==> src/rtl/core/hmps_pkg.sv <==
package hmps_pkg;

  // Register widths
  localparam int unsigned WakeLimitW  = 8;
  localparam int unsigned VoltW       = 10;
  localparam int unsigned WarmupW     = 10;
  localparam int unsigned BlankW      = 14;
  localparam int unsigned TimeoutW    = 14;
  localparam int unsigned MeasW       = 16;
  localparam int unsigned CfgDataW    = 16;
  localparam int unsigned CfgIdxW     = 3;

  // Wake counter saturates at 256 so a limit of 255 can still be exceeded
  localparam int unsigned WakeCntW    = 9;
  localparam logic [WakeCntW-1:0] WakeCntMax = 9'd256;

  // Signed tick counter: spans -(blanking-1) up to the longest measure time
  localparam int unsigned TickW       = 17;

  // Stream payload widths
  localparam int unsigned InDataW     = 16;
  localparam int unsigned InUserW     = 1;
  localparam int unsigned OutDataW    = 8;

  // Register reset values
  localparam logic [WakeLimitW-1:0] WakeLimitRst = 8'd37;
  localparam logic [VoltW-1:0]      VoltThrRst   = 10'd512;
  localparam logic [WarmupW-1:0]    WarmupRst    = 10'd5;
  localparam logic [BlankW-1:0]     BlankRst     = 14'd500;
  localparam logic [TimeoutW-1:0]   TimeoutRst   = 14'd3500;
  localparam logic [MeasW-1:0]      MeasRst      = 16'd500;

  typedef enum logic [CfgIdxW-1:0] {
    CFG_WAKE_LIMIT = 3'd0,
    CFG_VOLT_THR   = 3'd1,
    CFG_WARMUP     = 3'd2,
    CFG_BLANKING   = 3'd3,
    CFG_TIMEOUT    = 3'd4,
    CFG_MEASURE    = 3'd5
  } cfg_idx_e;

  typedef enum logic [1:0] {
    PH_SLEEP = 2'd0,
    PH_WARM  = 2'd1,
    PH_WAIT  = 2'd2,
    PH_MEAS  = 2'd3
  } phase_e;

  localparam logic KIND_TICK = 1'b0;
  localparam logic KIND_WAKE = 1'b1;

  // One result beat
  typedef struct packed {
    logic       low_voltage_skip;
    logic       timed_out;
    phase_e     phase;
    logic       measure_line;
    logic       second_power;
    logic       first_power;
  } result_t;

endpackage

==> src/rtl/core/harvest_measure_power_sequencer.sv <==
// Channel   Dir  Beat contents (low bit first)
// --------  ---  ----------------------------------------------------------
// s_axis    in   tdata: cap_voltage[9:0], ready_level[10], zero fill
//                tuser: kind (0 = 10 ms tick, 1 = watchdog wake)
// m_axis    out  tdata: first_power, second_power, measure_line,
//                phase[4:3], timed_out, low_voltage_skip, zero fill
// cfg       in   cfg_we_i / cfg_index_i / cfg_data_i, write only
//
// Each input beat is handled in the cycle it is accepted: the sequencer
// state updates at that edge and the result lands in the output register,
// or in the skid entry if that register still holds a beat. With the buffer
// empty, m_axis_tvalid rises in the cycle after acceptance. The two-entry
// buffer sustains one beat per cycle; s_axis_tready drops only when full.
// Reset is asynchronous, active low; it loads register defaults, clears the
// counters and arms the first-item count check.
module harvest_measure_power_sequencer
  import hmps_pkg::*;
(
  input  logic                clk_i,
  input  logic                rst_ni,

  input  logic                s_axis_tvalid,
  output logic                s_axis_tready,
  input  logic [InDataW-1:0]  s_axis_tdata,   // cap_voltage, ready_level
  input  logic [InUserW-1:0]  s_axis_tuser,   // kind

  output logic                m_axis_tvalid,
  input  logic                m_axis_tready,
  output logic [OutDataW-1:0] m_axis_tdata,   // first_power, second_power,
                                              // measure_line, phase,
                                              // timed_out, low_voltage_skip

  input  logic                cfg_we_i,
  input  logic [CfgIdxW-1:0]  cfg_index_i,
  input  logic [CfgDataW-1:0] cfg_data_i
);

  // ---------------------------------------------------------------------
  // Configuration registers
  // ---------------------------------------------------------------------
  logic [WakeLimitW-1:0] wake_limit_q;
  logic [VoltW-1:0]      volt_thr_q;
  logic [WarmupW-1:0]    warmup_q;
  logic [BlankW-1:0]     blank_q;
  logic [TimeoutW-1:0]   timeout_q;
  logic [MeasW-1:0]      meas_q;

  always_ff @(posedge clk_i or negedge rst_ni) begin
    if (!rst_ni) begin
      wake_limit_q <= WakeLimitRst;
      volt_thr_q   <= VoltThrRst;
      warmup_q     <= WarmupRst;
      blank_q      <= BlankRst;
      timeout_q    <= TimeoutRst;
      meas_q       <= MeasRst;
    end else if (cfg_we_i) begin
      case (cfg_idx_e'(cfg_index_i))
        CFG_WAKE_LIMIT: wake_limit_q <= cfg_data_i[WakeLimitW-1:0];
        CFG_VOLT_THR:   volt_thr_q   <= cfg_data_i[VoltW-1:0];
        CFG_WARMUP:     warmup_q     <= cfg_data_i[WarmupW-1:0];
        CFG_BLANKING:   blank_q      <= cfg_data_i[BlankW-1:0];
        CFG_TIMEOUT:    timeout_q    <= cfg_data_i[TimeoutW-1:0];
        CFG_MEASURE:    meas_q       <= cfg_data_i[MeasW-1:0];
        default: ;  // indexes past the list are dropped
      endcase
    end
  end

  // ---------------------------------------------------------------------
  // Input beat fields
  // ---------------------------------------------------------------------
  logic             in_kind;
  logic [VoltW-1:0] in_vcap;
  logic             in_ready_n;
  logic             in_fire;

  assign in_kind    = s_axis_tuser[0];
  assign in_vcap    = s_axis_tdata[VoltW-1:0];
  assign in_ready_n = s_axis_tdata[VoltW];
  assign in_fire    = s_axis_tvalid & s_axis_tready;

  // ---------------------------------------------------------------------
  // Sequencer state
  // ---------------------------------------------------------------------
  phase_e                   phase_q, phase_d;
  logic [WakeCntW-1:0]      wake_cnt_q, wake_cnt_d;
  logic signed [TickW-1:0]  tick_q, tick_d;
  logic                     first_q;
  logic                     tmo_d, skip_d;

  always_ff @(posedge clk_i or negedge rst_ni) begin
    if (!rst_ni) begin
      phase_q    <= PH_SLEEP;
      wake_cnt_q <= '0;
      tick_q     <= '0;
      first_q    <= 1'b1;
    end else if (in_fire) begin
      phase_q    <= phase_d;
      wake_cnt_q <= wake_cnt_d;
      tick_q     <= tick_d;
      first_q    <= 1'b0;
    end
  end

  // Next state
  always_comb begin
    logic [WakeCntW-1:0]     cnt0;
    logic                    trig;
    logic signed [TickW-1:0] tick_inc;
    logic signed [TickW-1:0] wait_start;
    logic signed [TickW-1:0] tmo_lim;

    // The pre-sleep check on the first item always sees a zero count and
    // only bumps it to one.
    cnt0       = first_q ? WakeCntW'(1) : wake_cnt_q;
    trig       = cnt0 > {1'b0, wake_limit_q};
    tick_inc   = tick_q + TickW'(1);
    wait_start = TickW'(1) - $signed({{(TickW-BlankW){1'b0}}, blank_q});
    tmo_lim    = $signed({{(TickW-TimeoutW){1'b0}}, timeout_q});

    phase_d    = phase_q;
    wake_cnt_d = cnt0;
    tick_d     = tick_q;
    tmo_d      = 1'b0;
    skip_d     = 1'b0;

    if (in_kind == KIND_WAKE) begin
      if (phase_q == PH_SLEEP) begin
        if (trig) begin
          wake_cnt_d = '0;
          if (in_vcap > volt_thr_q) begin
            if (warmup_q == '0) begin
              phase_d = PH_WAIT;
              tick_d  = wait_start;
            end else begin
              phase_d = PH_WARM;
              tick_d  = '0;
            end
          end else begin
            skip_d = 1'b1;
          end
        end else if (cnt0 < WakeCntMax) begin
          wake_cnt_d = cnt0 + WakeCntW'(1);
        end
      end
    end else begin
      case (phase_q)
        PH_WARM: begin
          if ($unsigned(tick_inc) >= {{(TickW-WarmupW){1'b0}}, warmup_q}) begin
            phase_d = PH_WAIT;
            tick_d  = wait_start;
          end else begin
            tick_d  = tick_inc;
          end
        end
        PH_WAIT: begin
          if (!in_ready_n && (tick_q > 0)) begin
            tick_d  = '0;
            phase_d = (meas_q == '0) ? PH_SLEEP : PH_MEAS;
          end else if (tick_q <= tmo_lim) begin
            tick_d  = tick_inc;
          end else begin
            tmo_d   = 1'b1;
            phase_d = PH_SLEEP;
            tick_d  = '0;
          end
        end
        PH_MEAS: begin
          if ($unsigned(tick_inc) >= {{(TickW-MeasW){1'b0}}, meas_q}) begin
            phase_d = PH_SLEEP;
            tick_d  = '0;
          end else begin
            tick_d  = tick_inc;
          end
        end
        default: ;  // ticks while sleeping do nothing
      endcase
    end
  end

  // Outputs: power lines decode from the phase after the beat
  result_t res_d;

  always_comb begin
    res_d.first_power      = (phase_d != PH_SLEEP);
    res_d.second_power     = (phase_d == PH_WAIT) || (phase_d == PH_MEAS);
    res_d.measure_line     = (phase_d == PH_MEAS);
    res_d.phase            = phase_d;
    res_d.timed_out        = tmo_d;
    res_d.low_voltage_skip = skip_d;
  end

  // ---------------------------------------------------------------------
  // Output register plus skid entry
  // ---------------------------------------------------------------------
  result_t out_q, skid_q;
  logic    out_vld_q, skid_vld_q;
  logic    out_pop;

  assign out_pop       = out_vld_q & m_axis_tready;
  assign s_axis_tready = ~skid_vld_q;
  assign m_axis_tvalid = out_vld_q;
  assign m_axis_tdata  = {{(OutDataW-$bits(result_t)){1'b0}}, out_q};

  always_ff @(posedge clk_i or negedge rst_ni) begin
    if (!rst_ni) begin
      out_vld_q  <= 1'b0;
      skid_vld_q <= 1'b0;
    end else begin
      if (out_pop) begin
        out_vld_q  <= skid_vld_q | in_fire;
        skid_vld_q <= 1'b0;
      end else if (in_fire) begin
        if (out_vld_q) begin
          skid_vld_q <= 1'b1;
        end else begin
          out_vld_q  <= 1'b1;
        end
      end
    end
  end

  always_ff @(posedge clk_i) begin
    if (out_pop && skid_vld_q) begin
      out_q <= skid_q;
    end else if (in_fire && (!out_vld_q || out_pop)) begin
      out_q <= res_d;
    end
    if (in_fire && out_vld_q && !out_pop) begin
      skid_q <= res_d;
    end
  end

`ifndef ASSERT_OFF
  // The skid entry only fills behind a held output beat
  assert property (@(posedge clk_i) disable iff (!rst_ni)
    skid_vld_q |-> out_vld_q)
    else $error("skid entry valid without output entry");

  // A beat taken while the buffer was empty shows up on the next cycle
  assert property (@(posedge clk_i) disable iff (!rst_ni)
    (in_fire && !out_vld_q) |=> (m_axis_tvalid && (out_q == $past(res_d))))
    else $error("accepted beat did not reach the output register");

  // Timeout and low-voltage skip come from exclusive paths
  assert property (@(posedge clk_i) disable iff (!rst_ni)
    m_axis_tvalid |-> !(out_q.timed_out && out_q.low_voltage_skip))
    else $error("timeout and skip flagged on the same beat");

  // A timeout always leaves everything powered down
  assert property (@(posedge clk_i) disable iff (!rst_ni)
    (m_axis_tvalid && out_q.timed_out) |-> !out_q.first_power)
    else $error("timeout beat with power still on");
`endif

endmodule

==> config.mk <==
export PLATFORM = sky130hd
export DESIGN_NAME = harvest_measure_power_sequencer
export DESIGN_NICKNAME = d
export VERILOG_FILES = /design/src/rtl/core/hmps_pkg.sv /design/src/rtl/core/harvest_measure_power_sequencer.sv
export SDC_FILE = /design/constraint.sdc
export NUM_CORES = 1
export LEC_CHECK = 0
export ABC_AREA = 1
export BUFFER_PORTS_ARGS = -buffer_cell sky130_fd_sc_hd__buf_2
export CORE_MARGIN = 4
export CORE_UTILIZATION = 25
export CTS_CLUSTER_SIZE = 28
export DETAILED_ROUTE_END_ITERATION = 6
export HOLD_SLACK_MARGIN = 0.02
export PLACE_DENSITY = 0.45
export SLEW_MARGIN = 20
export SYNTH_ARGS = -nofsm -noshare
export SYNTH_HDL_FRONTEND = slang
export SYNTH_SLANG_ARGS = --single-unit
==> constraint.sdc <==
create_clock -name clk_i -period 3.22 [get_ports clk_i]
set_input_delay 0.644 -clock clk_i [delete_from_list [all_inputs] [get_ports clk_i]]
set_output_delay 0.644 -clock clk_i [all_outputs]
set_load 0.1 [all_outputs]
==> impl_metrics.toml, run 1 <==
[clocking]
cts_sink_count = 117
cts_tree = "done"
worst_skew_pair_later_pin_latency_ps = 420
cts_stage_hold_buffer_count = 0
cts-root-buf = "sky130_fd_sc_hd__clkbuf_16"
max-clock-path-buffers = 2
cts-buffers-inserted = 17
path_clk_slew_ps = 60
h_tree_level_count = 4

[route]
via_per_inst = 4.47
drt.antenna.violating_nets = 0
detail_route.wirelength.met1_microns = 11600
route.detailed.wl_per_inst_microns = 15.0
drt-initial-drc-count = 378
num_vias = 6985
route.met3.wl_microns = 900
met2WireLength_microns = 10700
maxUsedRoutingLayer = "met4"
drtPass1Iterations = 5
aggregate_routed_wire_length_microns = 23400
drc = 0

[grt]
grt-ovfl-total = 0
antenna_found_initial = 0
grt.total_usage = 0.138
maximum_number_of_pins_on_one_net_before_global_route_repair = 78
grt_pass1_vias = 6553
first_pass_grt_wire_length_microns = 36900

[yosys]
synth_top_cells_by_area = "sky130_fd_sc_hd__dfrtp_1 25%, sky130_fd_sc_hd__nand2_1 13%, sky130_fd_sc_hd__ha_1 9.6%, sky130_fd_sc_hd__dfstp_2 8.7%, sky130_fd_sc_hd__inv_1 7.3%"
async_flop_share = 0.880
synth_most_common_cell = "sky130_fd_sc_hd__nand2_1"
synthDominantAreaCellType = "sky130_fd_sc_hd__dfrtp_1"
synth_warnings = 0
postSynthNetCount = 1145
number_of_cells_produced_by_synthesis = 1044
synth-edff-count = 14
yosys_most_used_dff = "sky130_fd_sc_hd__dfrtp_1"
netlist-cell-type-count = 46
syn_area_sq_um = 7820
ys_top_cells_by_count = "262 x sky130_fd_sc_hd__nand2_1, 153 x sky130_fd_sc_hd__inv_1, 104 x sky130_fd_sc_hd__nor2_1"
synthDominantCellAreaShare = 0.247
syn-mean-instance-area_sq_um = 7.49
postSynthRegisterBits = 117
synth.yosys.seq_area_share = 0.388

[timing]
final.hold.worst_slack_ps = 145
finalHoldViolations = 0
setup_viol = 0
layout_min_cycle_time_ps = 3050
rel_slew_slack = 0.362
final.setup.worst_slack_ps = 168
finalSetupTns_ps = 0
transition_time_at_the_pin_with_the_least_slew_margin_ps = 955
timing.final.max_slew_violations = 0
clock_skew_ps = 11.2
final_period_util = 0.948
fmax_ghz = 0.328

[finish]
layout-area-overhead-vs-synth_pct = 24.6
finalNonFillerCells = 1562
fin_nets = 1254
final_util = 0.317
post_route_cells_drive_above_1_share = 0.221
antenna_cell_count = 0

[placed_design]
routabilityCongestion = 0.838
detailed_place_hpwl_microns = 17500
pre_cts_ws_ps = 3.89
place.detailed.instances = 1514
number_of_buffers_inserted_by_port_buffering = 44

[worst_setup_path]
setup.worst_path.start_class = "flip-flop"
timing.critical_path.fanout_max = 5
cp.required_ps = 3390
worst-endpoint-arrival_ps = 3220
critPathCaptureType = "flip-flop"
regToRegEndpoint = "m_axis_tdata[0]$_DFFE_PP_"
cp_cell_sequence = "nand2_2 > nor2_4 > nand3_2 > inv_2 > nand2_2 > nor3_4 > xor2_2 > buf_4 > buf_4 > ha_1 > or2_4 > nor2_8 > nand3_4 > nand3_2 > nand3_2 > nand2_2 > nand2_4 > nand2_4 > nand3_1"
criticalPathCategory = "reg2reg"
worst_path_max_delay_cell = "sky130_fd_sc_hd__dfrtp_2"
r2r_start = "tick_q[1]$_DFFE_PN0P_"
worst_r2r_path_depth = 19
reg2reg_slack_ps = 170
cpPeakStageDelay_ps = 420

[power_and_ir_drop]
comb_power_share = 0.501
cellInternalPower_w = 0.00494
power_density_nw_per_um2 = 912
netSwitchingFraction = 0.444
leakage_nw = 4.80
power.net_switching_w = 0.00394
power.clock.fraction = 0.228
peakVddDrop_v = 0.000399
power.sequential.fraction = 0.271

[run_status]
run_status = "finished clean"

[floorplan]
core_region_area_sq_um = 30700
design.die.area_sq_um = 34200
floorplan.die.height_microns = 185
boundaryPins = 51
number_of_placement_rows = 64
initial_core_utilization = 0.254
die_width_microns = 185

[worst_hold_path]
min_path_type = "in2async"

[run]
max-cap-violations = 0
[critical path: cells and delay by family, from the launching register on]
kind | cells | cell delay [ps]
simple gates | 14 | 1710
fa+ha+maj | 1 | 170
flops | 1 | 420
xor+xnor | 1 | 130
buf+inv | 3 | 360
[cell usage in the layout (no fill, tap or decap), types with 26 or more instances in the layout]
| cell | n |
|---|---|
| sky130_fd_sc_hd__a21oi_1 | 55 |
| sky130_fd_sc_hd__buf_2 | 43 |
| sky130_fd_sc_hd__buf_4 | 73 |
| sky130_fd_sc_hd__dfrtp_1 | 68 |
| sky130_fd_sc_hd__dfstp_2 | 26 |
| sky130_fd_sc_hd__ha_1 | 56 |
| sky130_fd_sc_hd__inv_1 | 146 |
| sky130_fd_sc_hd__nand2_1 | 253 |
| sky130_fd_sc_hd__nand3_1 | 41 |
| sky130_fd_sc_hd__nor2_1 | 98 |
| sky130_fd_sc_hd__o21ai_0 | 92 |
[registers in the layout, indices dropped and copies added, names as in the netlist]
register and cells:
tick_q 17, meas_q 16, blank_q 14, timeout_q 14
volt_thr_q 10, warmup_q 10, wake_cnt_q 9, wake_limit_q 8
m_axis_tdata 7, skid_q 7, phase_q 2, first_q 1
m_axis_tvalid 1, skid_vld_q 1
[final cells by class]
class	count	area, sq um
clock buffers	20	478
clock inverters	12	139
fillers	3363	21000
inverters	154	578
multi-input cells	745	4210
flip-flops and latches	117	3040
well taps	396	495
repair buffers	118	795
[power by group through the flow]
stage	combinational (W)	clock (W)	sequential (W)
global placement	0.00411	0	0.00239
CTS	0.00424	0.00207	0.00238
global route	0.00503	0.00213	0.00246
floorplan	0.00254	0	0.00254
finish	0.00445	0.00202	0.00241
detailed placement	0.00415	0	0.00238
[how the worst max path moves through the flow]
stage                                     start                         to  cells past startpoint
after global placement    tick_q[0]$_DFFE_PN0P_  m_axis_tdata[0]$_DFFE_PP_                     21
after floorplan           tick_q[0]$_DFFE_PN0P_  m_axis_tdata[0]$_DFFE_PP_                     19
after detailed placement  tick_q[0]$_DFFE_PN0P_  m_axis_tdata[0]$_DFFE_PP_                     19
after CTS                 tick_q[0]$_DFFE_PN0P_  m_axis_tdata[0]$_DFFE_PP_                     22
final                     tick_q[1]$_DFFE_PN0P_  m_axis_tdata[0]$_DFFE_PP_                     19
after global routing      tick_q[1]$_DFFE_PN0P_  m_axis_tdata[0]$_DFFE_PP_                     21
[stage by stage]
stage               power, W  instance area [sq um]
global placement     0.00650                   8820
detailed placement   0.00654                   8820
floorplan            0.00508                   7820
finish               0.00888                   9740
CTS                  0.00868                   9500
global route         0.00962                   9740
[per-layer routing]
layer  vias to the layer above  track usage
li1                       3592            -
met1                      3257        0.199
met2                       123        0.216
met3                        13       0.0236
met4                         0       0.0326
met5                         -            0
[cell families (layout without fill, tap and decap cells)]
family,after synthesis,count (layout),synth area share
buf+inv,182,304,0.0949
xor+xnor,22,22,0.0247
compound gates,176,176,0.124
other cells,1,1,0.000480
flops,117,117,0.388
simple gates,486,486,0.273
fa+ha+maj,60,60,0.0960
[what timing repair did]
action	4_1_cts	5_1_grt
pin swaps	0	17
setup endpoints to repair	6	28
gates resized for setup	3	48
buffers inserted	7	9
(Power assumes the default switching activity.)
==> run 2, diff against run 1 <==
--- a/config.mk
+++ b/config.mk
@@ -7,12 +7,15 @@
 export LEC_CHECK = 0
 export ABC_AREA = 1
 export BUFFER_PORTS_ARGS = -buffer_cell sky130_fd_sc_hd__buf_2
+export CELL_PAD_IN_SITES_DETAIL_PLACEMENT = 2
+export CELL_PAD_IN_SITES_GLOBAL_PLACEMENT = 2
 export CORE_MARGIN = 4
 export CORE_UTILIZATION = 25
+export CTS_BUF_LIST = sky130_fd_sc_hd__clkbuf_8 sky130_fd_sc_hd__clkbuf_16
 export CTS_CLUSTER_SIZE = 28
 export DETAILED_ROUTE_END_ITERATION = 6
 export HOLD_SLACK_MARGIN = 0.02
-export PLACE_DENSITY = 0.45
+export PLACE_DENSITY = 0.64
 export SLEW_MARGIN = 20
 export SYNTH_ARGS = -nofsm -noshare
 export SYNTH_HDL_FRONTEND = slang
==> impl_metrics.toml, run 2 (same netlist as run 1, synthesis figures left out) <==
[clocking]
worst_skew_pair_later_pin_latency_ps = 440
max-clock-path-buffers = 2
path_clk_slew_ps = 70
cts-buffers-inserted = 17
cts-root-buf = "sky130_fd_sc_hd__clkbuf_16"
h_tree_level_count = 4
cts_tree = "done"
cts_sink_count = 117

[worst_setup_path]
r2r_start = "tick_q[1]$_DFFE_PN0P_"
worst-endpoint-arrival_ps = 3260
launch_point_of_the_worst_path = "tick_q[1]$_DFFE_PN0P_"
criticalPathCategory = "reg2reg"
reg2reg_slack_ps = 150
critPathCaptureType = "flip-flop"
cp_cell_sequence = "nand2_2 > nor2_4 > nand3_2 > inv_2 > nand2_4 > nor3_4 > xor2_2 > ha_4 > nand4_1 > nor2_1 > nand2_1 > nor2_1 > nand3_1 > nand2_1 > inv_2 > nand2_4 > nand3_2 > nand2_2 > nand2_4 > nand2_4 > nand3_2"
setup.worst_path.start_class = "flip-flop"
critical_path.top_delay_family = "simple AND/OR/NAND/NOR gates"
worst_path_max_delay_cell = "sky130_fd_sc_hd__dfrtp_2"
timing.critical_path.fanout_max = 5
cpPeakStageDelay_ps = 410
worst_r2r_path_depth = 21
regToRegEndpoint = "m_axis_tdata[0]$_DFFE_PP_"
cp.required_ps = 3410
cp.buffers_inverters = 2
cell_with_the_most_instances_on_the_worst_path = "sky130_fd_sc_hd__nand2_4"

[grt]
grt_pass1_vias = 7923
grt-ovfl-total = 0
grt.total_usage = 0.169
maximum_number_of_pins_on_one_net_before_global_route_repair = 64
antenna_found_initial = 0
first_pass_grt_wire_length_microns = 44600

[route]
drc = 0
route.detailed.wl_per_inst_microns = 17.9
aggregate_routed_wire_length_microns = 28000
drt.antenna.violating_nets = 0
num_vias = 7353
drtPass1Iterations = 5
drt-initial-drc-count = 284
via_per_inst = 4.71

[power_and_ir_drop]
peakVddDrop_v = 0.000336
cellInternalPower_w = 0.00498
power.clock.fraction = 0.224
power_density_nw_per_um2 = 933
comb_power_share = 0.520
power.sequential.fraction = 0.256
leakage_nw = 4.84
power.net_switching_w = 0.00423
netSwitchingFraction = 0.459

[finish]
fin_nets = 1253
mostFrequentLayoutCell = "sky130_fd_sc_hd__nand2_1"
top_register = "tick_q"
fill_cells = 3614
most_used_cells_in_the_layout_excluding_fill_and_tap_cells = "239 x sky130_fd_sc_hd__nand2_1, 146 x sky130_fd_sc_hd__inv_1, 95 x sky130_fd_sc_hd__nor2_1"
area.sequential_sq_um = 3040
final_util = 0.321
layout-area-overhead-vs-synth_pct = 26.4
biggestRegsByFlops = "tick_q x17, meas_q x16"
post_route_cells_drive_above_1_share = 0.242
multi_input_comb_area_sq_um = 4350
largest_register_ff_count = 17

[floorplan]
boundaryPins = 51
floorplan.die.height_microns = 185
initial_core_utilization = 0.254
core_region_area_sq_um = 30700
die_width_microns = 185
number_of_placement_rows = 64
design.die.area_sq_um = 34200

[timing]
finalSetupTns_ps = 0
finalHoldViolations = 0
final.setup.worst_slack_ps = 145
transition_time_at_the_pin_with_the_least_slew_margin_ps = 887
timing.final.max_slew_violations = 0
rel_slew_slack = 0.408
fmax_ghz = 0.325
rsz0062_at_grt = "true"
final_period_util = 0.955
clock_skew_ps = 18.7
setup_viol = 0
layout_min_cycle_time_ps = 3070

[placed_design]
routabilityCongestion = 0.806
detailed_place_hpwl_microns = 21200
pre_cts_ws_ps = -71.2
number_of_buffers_inserted_by_port_buffering = 44

[run_status]
run_status = "finished clean"

[run]
max-cap-violations = 0

[worst_hold_path]
min_path_type = "in2async"
-- run 2: changes by cell type in the layout (fill, tap and decap cells not counted), sizes merged --
cell | previous run | this run
clkinv | 5 | 0
bufinv | 2 | 3
clkbuf | 20 | 17
diode | 0 | 1
buf | 118 | 117
inv | 158 | 164
clkinvlp | 1 | 2
-- run 2: worst max-delay path by stage --
stage	endpoint	slack, ps	cells after the start
final	m_axis_tdata[0]$_DFFE_PP_	150	21
after global routing	m_axis_tdata[0]$_DFFE_PP_	-100	21
after CTS	m_axis_tdata[0]$_DFFE_PP_	-20	20
after detailed placement	m_axis_tdata[0]$_DFFE_PP_	-70	20
after global placement	m_axis_tdata[0]$_DFFE_PP_	40	24
after floorplan	m_axis_tdata[0]$_DFFE_PP_	380	19
-- run 2: timing repair --
item,CTS,global route
setup buffers,1,11
pin swaps,4,34
resized for setup,8,81
hold buffers,0,0
hold endpoints to repair,0,0
endpoints found under the setup margin,17,29
-- run 2: final cells by class --
type                    instances  area share
clock buffers                  17      0.0431
multi-input cells             745       0.441
diodes                          1    0.000253
well taps                     396      0.0501
repair buffers                117      0.0808
flip-flops and latches        117       0.307
clock inverters                15      0.0192
inverters                     154      0.0585
-- run 2: power by group through the flow --
stage                     clock (W)  sequential (W)  combinational [W]
final                       0.00207         0.00236            0.00479
after detailed placement          0         0.00237            0.00437
after global routing        0.00217         0.00243            0.00543
after global placement            0         0.00235            0.00420
after CTS                   0.00211         0.00236            0.00445
after floorplan                   0         0.00254            0.00254
-- run 2: stage by stage --
step / hold slack, ps / instance area, sq um / power (W) / instances
2_1_floorplan: 348 / 7820 / 0.00508 / 1044
3_3_place_gp: 466 / 8860 / 0.00655 / 1519
3_5_place_dp: 478 / 8860 / 0.00674 / 1519
4_1_cts: 242 / 9500 / 0.00892 / 1552
5_1_grt: 275 / 9880 / 0.0100 / 1561
6_report: 220 / 9880 / 0.00922 / 1562
-- run 2: per-layer routing --
metal  share of wire  routed length, microns  vias to the layer above  global-route usage
met5               0                       0                        -                   0
met1            0.47                   13200                     3676               0.226
met2            0.49                   13800                       70               0.293
li1                -                       -                     3591                   -
met4           0.011                     303                        0              0.0399
met3           0.021                     594                       16              0.0190
==> run 3, diff against run 2 <==
==> constraint.sdc (replaced) <==
create_clock -name clk_i -period 3.4 [get_ports clk_i]
set_input_delay 0.68 -clock clk_i [delete_from_list [all_inputs] [get_ports clk_i]]
set_output_delay 0.68 -clock clk_i [all_outputs]
set_load 0.1 [all_outputs]
==> impl_metrics.toml, run 3 (same netlist as run 1, synthesis figures left out) <==
[run_status]
run_status = "finished clean"

[timing]
final.setup.worst_slack_ps = 228
final_period_util = 0.933
setup_viol = 0
rel_slew_slack = 0.369
transition_time_at_the_pin_with_the_least_slew_margin_ps = 944
finalSetupTns_ps = 0
fmax_ghz = 0.315
timing.final.max_slew_violations = 0
clock_skew_ps = 18.5
finalHoldViolations = 0
layout_min_cycle_time_ps = 3170

[worst_setup_path]
worst_path_max_delay_cell = "sky130_fd_sc_hd__dfrtp_2"
timing.critical_path.fanout_max = 4
critical_path.top_delay_family = "simple AND/OR/NAND/NOR gates"
cp_cell_sequence = "ha_4 > nand3_4 > buf_4 > nor2_4 > xor2_1 > buf_4 > ha_1 > nand2_1 > nor2_2 > nand3_1 > nand3b_1 > nand3_1 > nand2_2 > nand4_1 > buf_4 > nand3_2 > buf_4 > o21ai_0 > a21oi_1"
cell_with_the_most_instances_on_the_worst_path = "sky130_fd_sc_hd__buf_4"
cpPeakStageDelay_ps = 420
cp.buffers_inverters = 4
critPathCaptureType = "flip-flop"
criticalPathCategory = "reg2reg"
setup.worst_path.start_class = "flip-flop"
cp.required_ps = 3710
launch_point_of_the_worst_path = "tick_q[1]$_DFFE_PN0P_"
r2r_start = "tick_q[1]$_DFFE_PN0P_"
worst-endpoint-arrival_ps = 3480

[grt]
antenna_found_initial = 1
grt.total_usage = 0.168
grt_pass1_vias = 7892
maximum_number_of_pins_on_one_net_before_global_route_repair = 104
grt-ovfl-total = 0
first_pass_grt_wire_length_microns = 43900

[placed_design]
place.detailed.instances = 1510
pre_cts_ws_ps = 65.6
routabilityCongestion = 0.788
detailed_place_hpwl_microns = 20900
number_of_buffers_inserted_by_port_buffering = 44

[finish]
multi_input_comb_area_sq_um = 4130
mostFrequentLayoutCell = "sky130_fd_sc_hd__nand2_1"
top_register = "tick_q"
fill_cells = 3668
biggestRegsByFlops = "tick_q x17, meas_q x16"
largest_register_ff_count = 17
area.sequential_sq_um = 3040
fin_nets = 1238
post_route_cells_drive_above_1_share = 0.196
layout-area-overhead-vs-synth_pct = 21.5
most_used_cells_in_the_layout_excluding_fill_and_tap_cells = "254 x sky130_fd_sc_hd__nand2_1, 150 x sky130_fd_sc_hd__inv_1, 100 x sky130_fd_sc_hd__nor2_1"
finalNonFillerCells = 1548

[power_and_ir_drop]
p_total_w = 0.00826
leakage_nw = 4.68
power.net_switching_w = 0.00386
peakVddDrop_v = 0.000399
power.clock.fraction = 0.218
power_density_nw_per_um2 = 870
cellInternalPower_w = 0.00440
comb_power_share = 0.512
power.sequential.fraction = 0.270
netSwitchingFraction = 0.467

[route]
num_vias = 7204
drt-initial-drc-count = 231
route.detailed.wl_per_inst_microns = 18.0
via_per_inst = 4.65
drt.antenna.violating_nets = 0
aggregate_routed_wire_length_microns = 27800
drtPass1Iterations = 4
drc = 0

[floorplan]
design.die.area_sq_um = 34200
die_width_microns = 185
core_region_area_sq_um = 30700
number_of_placement_rows = 64
floorplan.die.height_microns = 185
initial_core_utilization = 0.254
boundaryPins = 51

[clocking]
cts_stage_hold_buffer_count = 0
path_clk_slew_ps = 60
cts-buffers-inserted = 17
cts_sink_count = 117
worst_skew_pair_later_pin_latency_ps = 440
cts-root-buf = "sky130_fd_sc_hd__clkbuf_16"
cts_tree = "done"
h_tree_level_count = 4
max-clock-path-buffers = 2

[worst_hold_path]
min_path_type = "in2async"

[run]
max-cap-violations = 0
## run 3: worst paths after layout
check,slack [ps],depth (start not counted),end
max,230,19,tick_q[8]$_DFFE_PN0P_
min,310,2,timeout_q[13]$_DFFE_PN0P_
max reg2reg,230,19,tick_q[8]$_DFFE_PN0P_
min reg2reg,480,2,timeout_q[4]$_DFFE_PN0P_
max in group asynchronous,2590,2,tick_q[0]$_DFFE_PN0P_
min in group clk_i,480,2,timeout_q[4]$_DFFE_PN0P_
## run 3: layout make-up
class                           instances  share of cell area
Antenna cell                            2            0.000527
Clock buffer                           17              0.0448
Clock inverter                         15              0.0158
Inverter                              154              0.0609
Multi-Input combinational cell        745               0.435
Sequential cell                       117               0.320
Tap cell                              396              0.0522
Timing Repair Buffer                  102              0.0706
## run 3: repair_timing
item                                    CTS  global route
buffers inserted                          0             4
endpoints found under the hold margin     0             0
gates resized for setup                   0            29
endpoints found under the setup margin    0            28
## run 3: layer usage
layer / part of all wire / GRT usage
met5: 0 / 0
met4: 0.013 / 0.0487
met3: 0.027 / 0.0255
met2: 0.48 / 0.289
met1: 0.48 / 0.219
## run 3: through the flow
stage,util,area (sq um),hold WS [ps]
2_1_floorplan,-,7820,384
3_3_place_gp,0.286,8790,466
6_report,0.309,9490,311
4_1_cts,0.305,9360,337
3_5_place_dp,0.286,8790,475
5_1_grt,0.309,9490,355
## run 3: worst reg2reg max path: stages, from the launching register on
cell and delay [ps]:
sky130_fd_sc_hd__dfrtp_2 420, sky130_fd_sc_hd__ha_4 170, sky130_fd_sc_hd__nand3_4 100, sky130_fd_sc_hd__buf_4 160
sky130_fd_sc_hd__nor2_4 170, sky130_fd_sc_hd__xor2_1 100, sky130_fd_sc_hd__buf_4 170, sky130_fd_sc_hd__ha_1 290
sky130_fd_sc_hd__nand2_1 70, sky130_fd_sc_hd__nor2_2 100, sky130_fd_sc_hd__nand3_1 90, sky130_fd_sc_hd__nand3b_1 160
sky130_fd_sc_hd__nand3_1 100, sky130_fd_sc_hd__nand2_2 120, sky130_fd_sc_hd__nand4_1 200, sky130_fd_sc_hd__buf_4 140
sky130_fd_sc_hd__nand3_2 100, sky130_fd_sc_hd__buf_4 160, sky130_fd_sc_hd__o21ai_0 150, sky130_fd_sc_hd__a21oi_1 80
## run 3: power groups by stage
stage / Clock, W / Sequential, W / Combinational, W
floorplan: 0 / 0.00241 / 0.00241
global placement: 0 / 0.00223 / 0.00398
detailed placement: 0 / 0.00225 / 0.00413
CTS: 0.00185 / 0.00222 / 0.00419
global route: 0.00193 / 0.00229 / 0.00480
finish: 0.00180 / 0.00223 / 0.00423
